## src/rtl/core/mts_pkg.sv

```systemverilog
// Shared types, codes and the melody note table of the tone sequencer.
`default_nettype none

package mts_pkg;

  // Item kinds carried in the mode field.
  localparam logic [1:0] MODE_START = 2'd0;
  localparam logic [1:0] MODE_TICK  = 2'd1;
  localparam logic [1:0] MODE_STOP  = 2'd2;

  // Configuration register indexes.
  localparam int          CFG_IDX_W      = 1;
  localparam int          CFG_DATA_W     = 7;
  localparam logic [CFG_IDX_W-1:0] REG_RESOLUTION = 1'd0;
  localparam logic [CFG_IDX_W-1:0] REG_DUTY_PCT   = 1'd1;

  // Register reset values and upper limits.
  localparam logic [4:0] RES_BITS_RESET = 5'd10;
  localparam logic [6:0] DUTY_PCT_RESET = 7'd50;
  localparam logic [4:0] RES_BITS_MAX   = 5'd16;
  localparam logic [6:0] DUTY_PCT_MAX   = 7'd100;

  // Floor division by 100 as a reciprocal multiply, exact below 2^23.
  localparam int          DUTY_PROD_W = 23;
  localparam logic [23:0] DUTY_RECIP  = 24'd10737419;
  localparam int          DUTY_SHIFT  = 30;

  // Widths used to address the note table.
  localparam int NOTE_IDX_W = 6;
  localparam int LEN_W      = 7;

  // One request: item kind and melody selection.
  typedef struct packed {
    logic [1:0] mode;
    logic [1:0] direction;
  } mts_in_t;

  // One result: tone frequency and PWM duty.
  typedef struct packed {
    logic [15:0] tone_freq;
    logic [15:0] duty;
  } mts_out_t;

  // One table entry: frequency in hertz and duration in milliseconds.
  typedef struct packed {
    logic [15:0] freq;
    logic [15:0] dur;
  } note_t;

  // Number of notes stored for each melody.
  function automatic logic [3:0] rom_len(input logic [1:0] m);
    logic [3:0] n;
    case (m)
      2'd0:    n = 4'd4;
      2'd1:    n = 4'd5;
      2'd2:    n = 4'd6;
      2'd3:    n = 4'd5;
      default: n = 4'd0;
    endcase
    return n;
  endfunction

  // Note table; entries past a melody's end read as zero.
  function automatic note_t rom_note(input logic [1:0] m, input logic [NOTE_IDX_W-1:0] i);
    note_t t;
    t = '0;
    case (m)
      2'd0: begin
        case (i)
          6'd0:    t = '{16'd1200, 16'd120};
          6'd1:    t = '{16'd900,  16'd120};
          6'd2:    t = '{16'd700,  16'd160};
          6'd3:    t = '{16'd0,    16'd80};
          default: t = '0;
        endcase
      end
      2'd1: begin
        case (i)
          6'd0:    t = '{16'd784,  16'd120};
          6'd1:    t = '{16'd880,  16'd120};
          6'd2:    t = '{16'd988,  16'd140};
          6'd3:    t = '{16'd1047, 16'd220};
          6'd4:    t = '{16'd0,    16'd80};
          default: t = '0;
        endcase
      end
      2'd2: begin
        case (i)
          6'd0:    t = '{16'd659, 16'd90};
          6'd1:    t = '{16'd0,   16'd60};
          6'd2:    t = '{16'd659, 16'd90};
          6'd3:    t = '{16'd0,   16'd60};
          6'd4:    t = '{16'd523, 16'd180};
          6'd5:    t = '{16'd0,   16'd60};
          default: t = '0;
        endcase
      end
      2'd3: begin
        case (i)
          6'd0:    t = '{16'd740,  16'd120};
          6'd1:    t = '{16'd932,  16'd120};
          6'd2:    t = '{16'd1175, 16'd140};
          6'd3:    t = '{16'd1109, 16'd160};
          6'd4:    t = '{16'd0,    16'd80};
          default: t = '0;
        endcase
      end
      default: t = '0;
    endcase
    return t;
  endfunction

endpackage

`default_nettype wire

```

## src/rtl/core/mts_note_rom.sv

```systemverilog
// Synchronous note ROM with a registered read.
`default_nettype none

module mts_note_rom #(
  parameter int IDX_W = 3
) (
  input  wire                  clk,
  input  wire                  rd_en,
  input  wire [1:0]            rd_melody,
  input  wire [IDX_W-1:0]      rd_index,
  output mts_pkg::note_t       rd_data
);
  import mts_pkg::*;

  mts_pkg::note_t data_q;

  // Read is registered and held until the next enabled read.
  always_ff @(posedge clk) begin
    if (rd_en) begin
      data_q <= rom_note(rd_melody, NOTE_IDX_W'(rd_index));
    end
  end

  assign rd_data = data_q;

endmodule

`default_nettype wire

```

## src/rtl/core/mts_duty_unit.sv

```systemverilog
// Configuration registers and the duty value for sounding notes.
`default_nettype none

module mts_duty_unit (
  input  wire                           clk,
  input  wire                           rst,
  input  wire                           cfg_we,
  input  wire [mts_pkg::CFG_IDX_W-1:0]  cfg_index,
  input  wire [mts_pkg::CFG_DATA_W-1:0] cfg_data,
  output logic [15:0]                   duty
);
  import mts_pkg::*;

  logic [4:0]             res_bits;
  logic [6:0]             duty_pct;
  logic [4:0]             res_clamped;
  logic [6:0]             pct_clamped;
  logic [15:0]            full_scale;
  logic [DUTY_PROD_W-1:0] prod_next;
  logic [DUTY_PROD_W-1:0] prod;
  logic [46:0]            recip_mul;

  // Register writes.
  always_ff @(posedge clk) begin
    if (rst) begin
      res_bits <= RES_BITS_RESET;
      duty_pct <= DUTY_PCT_RESET;
    end else if (cfg_we) begin
      if (cfg_index == REG_RESOLUTION) begin
        res_bits <= cfg_data[4:0];
      end
      if (cfg_index == REG_DUTY_PCT) begin
        duty_pct <= cfg_data[6:0];
      end
    end
  end

  // Clamp both settings and form full scale times percent.
  always_comb begin
    res_clamped = (res_bits > RES_BITS_MAX) ? RES_BITS_MAX : res_bits;
    pct_clamped = (duty_pct > DUTY_PCT_MAX) ? DUTY_PCT_MAX : duty_pct;
    full_scale  = 16'((17'(1) << res_clamped) - 17'(1));
    prod_next   = DUTY_PROD_W'(full_scale) * DUTY_PROD_W'(pct_clamped);
  end

  // The product is registered so that the reciprocal multiply starts from a flop.
  always_ff @(posedge clk) begin
    if (rst) begin
      prod <= DUTY_PROD_W'(1023 * 50);
    end else begin
      prod <= prod_next;
    end
  end

  // Divide by one hundred through the scaled reciprocal.
  assign recip_mul = 47'(prod) * 47'(DUTY_RECIP);
  assign duty      = recip_mul[DUTY_SHIFT +: 16];

endmodule

`default_nettype wire

```

## src/rtl/core/melody_tone_sequencer.sv

```systemverilog
// Top level of the melody tone sequencer: note control, ROM, duty unit and result register.
//
//   channel  | handshake          | payload
//   ---------+--------------------+--------------------------------
//   request  | in_valid/in_ready  | in_data  (mode, direction)
//   result   | out_valid/out_ready| out_data (tone_freq, duty)
//   config   | cfg_we             | cfg_index, cfg_data
//
// One request is taken per cycle while in_ready is high; a request that yields a result
// passes through the registered note ROM read and ROM stage, then the result register.
// The countdown forwards the ROM duration to the next request, so ticks may follow
// a start or a note change in the very next cycle.
// Synchronous reset clears the play state, the pipeline and the result valid.
// A stalled result holds the ROM stage; requests are refused only when both are full.
`default_nettype none

module melody_tone_sequencer #(
  parameter int NUM_MELODIES = 4,
  parameter int MAX_NOTES    = 8
) (
  input  wire                           clk,
  input  wire                           rst,
  input  wire                           in_valid,
  output logic                          in_ready,
  input  mts_pkg::mts_in_t              in_data,
  output logic                          out_valid,
  input  wire                           out_ready,
  output mts_pkg::mts_out_t             out_data,
  input  wire                           cfg_we,
  input  wire [mts_pkg::CFG_IDX_W-1:0]  cfg_index,
  input  wire [mts_pkg::CFG_DATA_W-1:0] cfg_data
);
  import mts_pkg::*;

  localparam int IDX_W = (MAX_NOTES > 1) ? $clog2(MAX_NOTES) : 1;

  typedef struct packed {
    logic valid;
    logic emit;
    logic note;
  } stage_t;

  // Play state.
  logic              active;
  logic              active_next;
  logic [1:0]        melody_sel;
  logic [1:0]        melody_sel_next;
  logic [IDX_W-1:0]  note_index;
  logic [IDX_W-1:0]  note_index_next;
  logic [15:0]       remaining_ms;

  stage_t            s1;
  stage_t            s1_next;
  logic              s1_adv;
  logic              out_free;
  logic              accept;

  logic              rd_en;
  logic [1:0]        rd_melody;
  logic [IDX_W-1:0]  rd_index;
  note_t             rom_q;
  logic [15:0]       duty_val;

  logic [15:0]       rem_eff;
  logic              tick_dec;
  logic [LEN_W-1:0]  len_dir;
  logic [LEN_W-1:0]  len_sel;
  logic [IDX_W:0]    idx_inc;

  mts_note_rom #(
    .IDX_W     (IDX_W)
  ) u_rom (
    .clk       (clk),
    .rd_en     (rd_en),
    .rd_melody (rd_melody),
    .rd_index  (rd_index),
    .rd_data   (rom_q)
  );

  mts_duty_unit u_duty (
    .clk       (clk),
    .rst       (rst),
    .cfg_we    (cfg_we),
    .cfg_index (cfg_index),
    .cfg_data  (cfg_data),
    .duty      (duty_val)
  );

  // Melody length, zero for melodies that are not present.
  function automatic logic [LEN_W-1:0] melody_len(input logic [1:0] m);
    logic [LEN_W-1:0] n;
    n = LEN_W'(rom_len(m));
    if (n > LEN_W'(MAX_NOTES)) begin
      n = LEN_W'(MAX_NOTES);
    end
    if (5'(m) >= 5'(NUM_MELODIES)) begin
      n = '0;
    end
    return n;
  endfunction

  // Handshake between the stages.
  assign out_free = !out_valid || out_ready;
  assign s1_adv   = s1.valid && (!s1.emit || out_free);
  assign in_ready = !s1.valid || s1_adv;
  assign accept   = in_valid && in_ready;

  // A note read in flight carries the countdown that the next request sees.
  assign rem_eff  = (s1.valid && s1.note) ? rom_q.dur : remaining_ms;
  assign len_dir  = melody_len(in_data.direction);
  assign len_sel  = melody_len(melody_sel);
  assign idx_inc  = (IDX_W + 1)'(note_index) + (IDX_W + 1)'(1);

  // Decode the request against the play state.
  always_comb begin
    active_next     = active;
    melody_sel_next = melody_sel;
    note_index_next = note_index;
    tick_dec        = 1'b0;
    rd_en           = 1'b0;
    rd_melody       = melody_sel;
    rd_index        = note_index;
    s1_next         = '0;
    if (accept) begin
      s1_next.valid = 1'b1;
      case (in_data.mode)
        MODE_START: begin
          s1_next.emit = 1'b1;
          if (len_dir == '0) begin
            active_next = 1'b0;
          end else begin
            active_next     = 1'b1;
            melody_sel_next = in_data.direction;
            note_index_next = '0;
            rd_en           = 1'b1;
            rd_melody       = in_data.direction;
            rd_index        = '0;
            s1_next.note    = 1'b1;
          end
        end
        MODE_TICK: begin
          if (active) begin
            if (rem_eff > 16'd1) begin
              tick_dec = 1'b1;
            end else if (len_sel == '0) begin
              active_next  = 1'b0;
              s1_next.emit = 1'b1;
            end else begin
              if (LEN_W'(idx_inc) >= len_sel) begin
                note_index_next = '0;
              end else begin
                note_index_next = IDX_W'(idx_inc);
              end
              rd_en        = 1'b1;
              rd_melody    = melody_sel;
              rd_index     = note_index_next;
              s1_next.emit = 1'b1;
              s1_next.note = 1'b1;
            end
          end
        end
        MODE_STOP: begin
          active_next  = 1'b0;
          s1_next.emit = 1'b1;
        end
        default: begin
          s1_next.valid = 1'b1;
        end
      endcase
    end
  end

  // Play state and countdown.
  always_ff @(posedge clk) begin
    if (rst) begin
      active       <= 1'b0;
      melody_sel   <= 2'd0;
      note_index   <= '0;
      remaining_ms <= 16'd0;
    end else begin
      active     <= active_next;
      melody_sel <= melody_sel_next;
      note_index <= note_index_next;
      if (tick_dec) begin
        remaining_ms <= rem_eff - 16'd1;
      end else if (s1.valid && s1.note && s1_adv) begin
        remaining_ms <= rom_q.dur;
      end
    end
  end

  // ROM stage control.
  always_ff @(posedge clk) begin
    if (rst) begin
      s1 <= '0;
    end else if (in_ready) begin
      s1 <= s1_next;
    end
  end

  // Result register; silent notes and rests carry zero duty.
  always_ff @(posedge clk) begin
    if (rst) begin
      out_valid <= 1'b0;
    end else if (s1_adv && s1.emit) begin
      out_valid <= 1'b1;
    end else if (out_ready) begin
      out_valid <= 1'b0;
    end
  end

  always_ff @(posedge clk) begin
    if (s1_adv && s1.emit) begin
      out_data.tone_freq <= s1.note ? rom_q.freq : 16'd0;
      out_data.duty      <= (s1.note && rom_q.freq != 16'd0) ? duty_val : 16'd0;
    end
  end

endmodule

`default_nettype wire

```

## config.mk

```make
export PLATFORM = sky130hd
export DESIGN_NAME = melody_tone_sequencer
export DESIGN_NICKNAME = d
export VERILOG_FILES = /design/src/rtl/core/mts_pkg.sv /design/src/rtl/core/mts_note_rom.sv /design/src/rtl/core/mts_duty_unit.sv /design/src/rtl/core/melody_tone_sequencer.sv
export SDC_FILE = /design/constraint.sdc
export NUM_CORES = 1
export LEC_CHECK = 0
export BUFFER_PORTS_ARGS = -buffer_cell sky130_fd_sc_hd__buf_4
export CELL_PAD_IN_SITES_DETAIL_PLACEMENT = 1
export CELL_PAD_IN_SITES_GLOBAL_PLACEMENT = 1
export CORE_MARGIN = 2
export CORE_UTILIZATION = 25
export CTS_BUF_LIST = sky130_fd_sc_hd__clkbuf_4
export DETAILED_ROUTE_END_ITERATION = 8
export PLACE_DENSITY_LB_ADDON = 0.25
export RECOVER_POWER = 100
export SLEW_MARGIN = 20
export SYNTH_ARGS = -nofsm -noshare
export SYNTH_HDL_FRONTEND = slang
export SYNTH_SLANG_ARGS = --single-unit
```

## constraint.sdc

```tcl
create_clock -name clk -period 20.7 [get_ports clk]
set_clock_uncertainty 0.2 [all_clocks]
set_input_delay 4.14 -clock clk [delete_from_list [all_inputs] [get_ports clk]]
set_output_delay 4.14 -clock clk [all_outputs]
set_load 0.02 [all_outputs]
```

==> key figures, run 1 <==
Placed design
  – I/O Buffers: 45
  – RD Place Congestion: between 0.8 and 0.9
  – Post-DP HPWL: slightly above 40000 µm

STA
  – Fin. max-slew vios: 80
  – Final setup violation count: 0
  – Slew @ Worst Pin: between 2 and 3 ns
  – Final min period: slightly above 9 ns
  – Sum Neg Setup Slack: 0 ns
  – Slew HR: -0.703
  – Fmax: 108 MHz
  – Post-route clock period utilization: 0.446
  – RSZ-0062 raised after global routing: no
  – Final Hold Viols: 0

Clocking
  – Root Buffer: clkbuf_4
  – Worst-path clk slew: 0.19 ns
  – Post-CTS setup buffer count: 0
  – Clk sinks: ~110
  – Total CTS buffers: 9
  – H-tree Lvls: 3
  – Post-CTS resize count: 0
  – Clk buf depth: 2
  – Worst-Skew Late Latency: about 0.61 ns
  – CTS Hold Bufs: 0
  – CTS tree: yes

GRT
  – GRT overflow: 0
  – Initial antenna violation count: 2
  – Global-route wire length before repair: ~77000 µm
  – Vias in the first global route: 14100
  – GR Util All Layers: 0.134
  – Pin count of the biggest net entering global routing: 52

Finish
  – Most frequent cells in the layout: inv_1 (384), ha_1 (284), fa_1 (264), nor2_1 (161), nand2_1 (106)
  – Number of fill cells: ~8100
  – Fraction of layout cells with a size suffix above 1: 0.0351
  – Area Overhead vs Synth: 7.40%
  – Nets@finish: approximately 2400
  – Most common cell after layout, fill and taps aside: inv_1

Worst setup path
  – CP max FO: 5
  – Worst r2r src: u_duty.res_bits[4]$_SDFFE_PP0P_
  – CP max stage cell: nand4b_1
  – Worst Path Class, Setup: in2out
  – R2R depth: 23
  – CP max stage delay: between 0.3 and 0.4 ns
  – Cell Chain, Critical Path: clkbuf_4, nand4b_1, clkbuf_1
  – R2R Setup Slk: 12.89 ns
  – Worst setup EP type: output port
  – Crit path DAT: between 4 and 5 ns
  – Startpoint types: input port
  – Critical Path RT: around 16 ns
  – R2R Path End: u_duty.prod[19]$_SDFF_PP0_

Route
  – Residual DRC: 0
  – Iteration-0 DRC Markers: 450
  – Vias: about 13000
  – Post-DRT Antenna Nets: 0
  – Wire per inst: between 15 and 20 µm
  – Pre-Repair DR Iteration Count: 4
  – Detailed Route WL: 47700 µm
  – DR vias/cell: 4.45

Synthesis
  – Mapped Cells: 1857
  – Avg Cell Area, Syn: 9.46 µm²
  – Post-synth EDFFs: 45
  – Main combinational cell family by area after synthesis: adder cells
  – Cell Area, Synth: approximately 18000 µm²
  – YS warnings: 0
  – Library cells used by synthesis: 87
  – FF+latch count, synth: roughly 110
  – Adder-Cell Fraction of Synth Area: 0.503
  – Sequential-to-total area share from yosys stat: 0.146
  – Post-synthesis compound-gate area fraction: 0.0987
  – Mux share of post-synthesis cell area: 0.00990
  – Post-Synth Simple-Gate Area: 0.130
  – XOR/XNOR Fraction of Synth Area: 0.0159
  – Synth Flop Type: dfxtp_1
  – Post-synthesis async set-or-reset flop share: 0

Worst hold path
  – Cell count of the worst hold path: 2
  – Hold path start: u_duty.duty_pct[2]$_SDFFE_PP0P_
  – Worst hold path class: reg2reg
  – Hold endpoint: u_duty.duty_pct[2]$_SDFFE_PP0P_

Die
  – Core area: 69800 µm²
  – Rows: 97
  – Die Y: 269 µm
  – Chip width: approximately 270 µm
  – Starting Density: 0.252
  – Die Area: between 70000 and 80000 µm²
  – Top Ports: 51

Status
  – Status: finished with violations
  – Violated checks: capacitance limit, slew limit

Run
  – Max-cap violations: 2
synth_stat cells (5+ instances only):
master / n / area (µm²)
nor2_1: 160 / 601
buf_4: 8 / 60.1
xnor2_1: 19 / 166
and2_1: 22 / 138
dfxtp_1: 61 / 1220
nor3_1: 16 / 80.1
and3_1: 13 / 81.3
nand2_1: 106 / 398
o21a_1: 9 / 67.6
a211o_1: 5 / 43.8
nand4_1: 7 / 43.8
o211ai_1: 5 / 37.5
nand2b_1: 21 / 131
a211oi_1: 14 / 105
o31ai_1: 6 / 45.0
xor2_1: 13 / 114
nor4_1: 8 / 50.1
inv_1: 384 / 1440
mux2i_1: 14 / 140
a21o_1: 29 / 218
nor2b_1: 26 / 163
o21ai_1: 6 / 30.0
nor3b_1: 5 / 37.5
edfxtp_1: 45 / 1350
a21oi_1: 88 / 440
o22ai_1: 5 / 31.3
fa_1: 264 / 5290
a32oi_1: 6 / 52.6
a31oi_1: 9 / 56.3
or2_2: 12 / 75.1
o21ai_0: 38 / 190
ha_1: 284 / 3550
or3_1: 7 / 43.8
clkbuf_1: 28 / 105
nand3_1: 28 / 140
logic make-up after synthesis:
group / after synthesis
AND/OR/NAND/NOR: 462
flip-flops: 106
buffers and inverters: 432
XOR/XNOR: 32
adder cells (fa/ha/maj): 548
other: 1
multiplexers: 17
AO/OA/AOI/OAI: 259
critical path: cells and delay by family:
kind	cells	cell delay (ns)
and+or+nand+nor	1	0.34
buffers and inverters	2	0.40
how the worst max path moves through the flow:
stage / from / to / slack, ns / cells past startpoint
4_1_cts: out_ready / in_ready / 11.46 / 3
5_1_grt: out_ready / in_ready / 11.40 / 3
3_3_place_gp: out_ready / in_ready / 11.47 / 3
6_report: out_ready / in_ready / 11.48 / 3
3_5_place_dp: out_ready / in_ready / 11.46 / 3
2_1_floorplan: out_ready / in_ready / 11.86 / 1
metal layers:
metal | track usage | share of wire | routed length, µm | vias up
met5 | 0 | 0 | 0 | -
met4 | 0.0253 | 0.014 | 663 | 0
met3 | 0.0190 | 0.024 | 1150 | 26
met2 | 0.235 | 0.50 | 23800 | 89
met1 | 0.175 | 0.46 | 22100 | 6404
li1 | - | - | - | 6052
final cells by class:
class,count,area [µm²],area share
flip-flops and latches,106,2570,0.136
clock inverters,6,57.6,0.00305
well taps,940,1180,0.0623
multi-input cells,1323,13300,0.704
inverters,384,1440,0.0764
diodes,4,10.0,0.000530
clock buffers,10,75.1,0.00398
repair buffers,51,259,0.0137
registers in the layout, summed over array words and instances (netlist names), named ones only:
signal,cells
out_data,27
u_duty.prod,23
u_rom.rd_data,18
remaining_ms,16
u_duty.duty_pct,7
u_duty.res_bits,5
note_index,3
s1,3
melody_sel,2
out_valid,1
through the flow:
stage / util / hold WS (ns) / instances / area (µm²) / setup WS [ns]
5_1_grt: 0.270 / 0.335 / 2824 / 18900 / 11.40
2_1_floorplan: - / 0.246 / 1861 / 17600 / 11.86
4_1_cts: 0.273 / 0.296 / 2820 / 19000 / 11.46
3_5_place_dp: 0.271 / 0.273 / 2804 / 18900 / 11.46
3_3_place_gp: 0.271 / 0.259 / 2804 / 18900 / 11.47
6_report: 0.270 / 0.290 / 2824 / 18900 / 11.48
Power of run 1 is left out: the tool's default activity adds up to more than one toggle a clock period on the data nets, which glitch-free logic cannot reach.
==> run 2, diff against run 1 <==
==> constraint.sdc (replaced) <==
create_clock -name clk -period 8.7 [get_ports clk]
set_clock_uncertainty 0.2 [all_clocks]
set_input_delay 1.74 -clock clk [delete_from_list [all_inputs] [get_ports clk]]
set_output_delay 1.74 -clock clk [all_outputs]
set_load 0.02 [all_outputs]
==> run 2 against run 1 <==
  * The flow still finishes with violations (capacitance limit, slew limit)
  * First-iteration DRC count grew 9.6%
  * Critical path depth grew 16
  * Non-clock buffer count is the same
  * Sequential cell count is the same
  * Register-to-register slack lost 12 ns
  * Sequential share of layout area is essentially flat
  * Final area is essentially flat
  * Clock-buffer cell count shrank 1
  * Critical endpoint is now out_data[14]$_SDFFCE_PN0P_
  * Via count grew 0.99%
  * Hold slack gained 0.018 ns
  * Die area is the same
  * Global-route usage grew 0.083 points
==> key figures, run 2 (synthesis gave the netlist of run 1 again) <==
Route
  – Residual DRC: 0 (unchanged)
  – DR vias/cell: 4.50 (+1.0%)
  – Routed wl met3: 1320 µm (+14%)
  – Pre-Repair DR Iteration Count: 4 (unchanged)
  – Wire per inst: 17.1 µm (+1.2%)
  – Detailed Route WL: 48300 µm (+1.1%)
  – Vias: 12700 (+0.99%)
  – Post-DRT Antenna Nets: 0 (unchanged)
  – Met2 wire length: 23800 µm (+0.15%)
  – Post-Route M1 WL: 22300 µm (+1.1%)
  – Top Metal Used: met4
  – Iteration-0 DRC Markers: 493 (+9.6%)

STA
  – Slew HR: -0.692 (+0.0105)
  – Slew @ Worst Pin: 2.54 ns (-0.0158 ns)
  – Final min period: slightly below 8 ns
  – RSZ-0062 raised after global routing: no
  – Post-route clock period utilization: 0.883
  – Final Hold Viols: 0 (unchanged)
  – Sum Neg Setup Slack: 0 ns (unchanged)
  – Fin. max-slew vios: 80 (unchanged)
  – Fmax: between 100 and 150 MHz
  – Final setup violation count: 0 (unchanged)

Die
  – Top Ports: 51 (unchanged)
  – Chip width: 269 µm (unchanged)
  – Starting Density: 0.252 (unchanged)
  – Die Y: 269 µm (unchanged)
  – Die Area: 72400 µm² (unchanged)
  – Core area: 69800 µm² (unchanged)
  – Rows: 97 (unchanged)

Worst setup path
  – Worst Path Class, Setup: reg2reg
  – R2R Setup Slk: 1.02 ns (-11.87 ns)
  – Worst Setup EP: out_data[14]$_SDFFCE_PN0P_
  – Worst r2r src: u_duty.prod[3]$_SDFF_PP1_
  – CP max FO: 8 (+3)
  – R2R Path End: out_data[14]$_SDFFCE_PN0P_
  – Startpoint types: flip-flop
  – Critical Path RT: 8.85 ns (-7.51 ns)
  – Crit path DAT: 7.84 ns (+2.96 ns)
  – Worst Setup SP: u_duty.prod[3]$_SDFF_PP1_
  – Worst setup EP type: flip-flop
  – R2R depth: 19 (-17%)

Run
  – Max-cap violations: 2 (unchanged)

Worst hold path
  – Worst hold path class: reg2reg

Clocking
  – Worst-path clk slew: 0.18 ns (about the same)
  – H-tree Lvls: 3 (unchanged)
  – CTS tree: yes
  – Total CTS buffers: 9 (unchanged)
  – Clk buf depth: 2 (unchanged)
  – Root Buffer: clkbuf_4
  – Clk sinks: 106 (unchanged)
  – Post-CTS resize count: 0 (unchanged)
  – Post-CTS setup buffer count: 0 (unchanged)
  – CTS Hold Bufs: 0 (unchanged)
  – Worst-Skew Late Latency: 0.60 ns (about the same)

Placed design
  – RD Place Congestion: 0.891 (+4.6%)
  – I/O Buffers: 45 (unchanged)
  – Post-DP HPWL: 41800 µm (+2.1%)
  – Dpl cells: 2804 (unchanged)
  – Post-DP Area: 18900 µm² (unchanged)

Finish
  – Final Non-Filler Cells: 2823 (-0.035%)
  – Max reg flops: 27 (unchanged)
  – Largest register by flop count: out_data
  – Area Overhead vs Synth: 7.44% (about the same)
  – Most common cell after layout, fill and taps aside: inv_1
  – Final Instance Area: 18900 µm² (about the same)
  – Nets@finish: 2440 (unchanged)
  – Most frequent cells in the layout: inv_1 (384), ha_1 (284), fa_1 (264), nor2_1 (159), nand2_1 (106)
  – Fraction of layout cells with a size suffix above 1: 0.0362 (+0.00106)
  – Number of fill cells: 8107 (-0.21%)

GRT
  – Vias in the first global route: 13900 (-1.4%)
  – Global-route wire length before repair: 77100 µm (-0.21%)
  – Initial antenna violation count: 3 (+1)
  – Pin count of the biggest net entering global routing: 52 (unchanged)
  – GR Util All Layers: 0.135 (+0.000827)
  – GRT overflow: 0 (unchanged)

Status
  – Violated checks: capacitance limit, slew limit
  – Status: finished with violations
-- run 2: per-layer routing --
metal	up-vias	track usage
met2	98	0.233
met1	6517	0.177
met5	-	0
li1	6056	-
met4	0	0.0285
met3	25	0.0212
-- run 2: worst min-delay path by stage --
stage	from	end	slack, ns	cells past startpoint
detailed placement	u_duty.duty_pct[2]$_SDFFE_PP0P_	u_duty.duty_pct[2]$_SDFFE_PP0P_	0.28	2
finish	u_duty.duty_pct[2]$_SDFFE_PP0P_	u_duty.duty_pct[2]$_SDFFE_PP0P_	0.31	2
CTS	u_duty.duty_pct[2]$_SDFFE_PP0P_	u_duty.duty_pct[2]$_SDFFE_PP0P_	0.31	2
floorplan	u_duty.duty_pct[2]$_SDFFE_PP0P_	u_duty.duty_pct[2]$_SDFFE_PP0P_	0.25	2
global placement	flip-flop	flip-flop	0.26	2
global route	remaining_ms[15]$_SDFFE_PP0P_	remaining_ms[15]$_SDFFE_PP0P_	0.35	2
-- run 2: final cells by class --
class                           count  area (µm²)  area share
Tap cell                          940        1180      0.0623
Clock buffer                        9        67.6     0.00358
Inverter                          384        1440      0.0763
Multi-Input combinational cell   1323       13300       0.704
Antenna cell                        3        7.51    0.000398
Clock inverter                      7        66.3     0.00351
Sequential cell                   106        2570       0.136
Timing Repair Buffer               51         263      0.0139
-- run 2: critical path, cell delays in order, from the launching register on --
cell	delay, ns
dfxtp_1	0.69
fa_1	0.57
fa_1	0.51
inv_1	0.06
fa_1	0.53
fa_1	0.52
inv_1	0.05
fa_1	0.48
fa_1	0.41
fa_1	0.44
ha_1	0.36
a21oi_1	0.26
o21ai_0	0.15
o211ai_1	0.30
o2111ai_1	0.32
a2111oi_0	0.59
o21bai_1	0.30
a31oi_1	0.43
nor3b_1	0.24
nor3_1	0.06
-- run 2: stage by stage --
| stage | setup slack [ns] | util | hold slack, ns |
|---|---|---|---|
| after global routing | 0.557 | 0.271 | 0.351 |
| after CTS | 1.08 | 0.273 | 0.308 |
| after floorplan | 2.18 | - | 0.246 |
| after global placement | 1.48 | 0.271 | 0.259 |
| after detailed placement | 1.12 | 0.271 | 0.284 |
| final | 1.02 | 0.271 | 0.308 |
Power of run 2 is left out for the same reason.
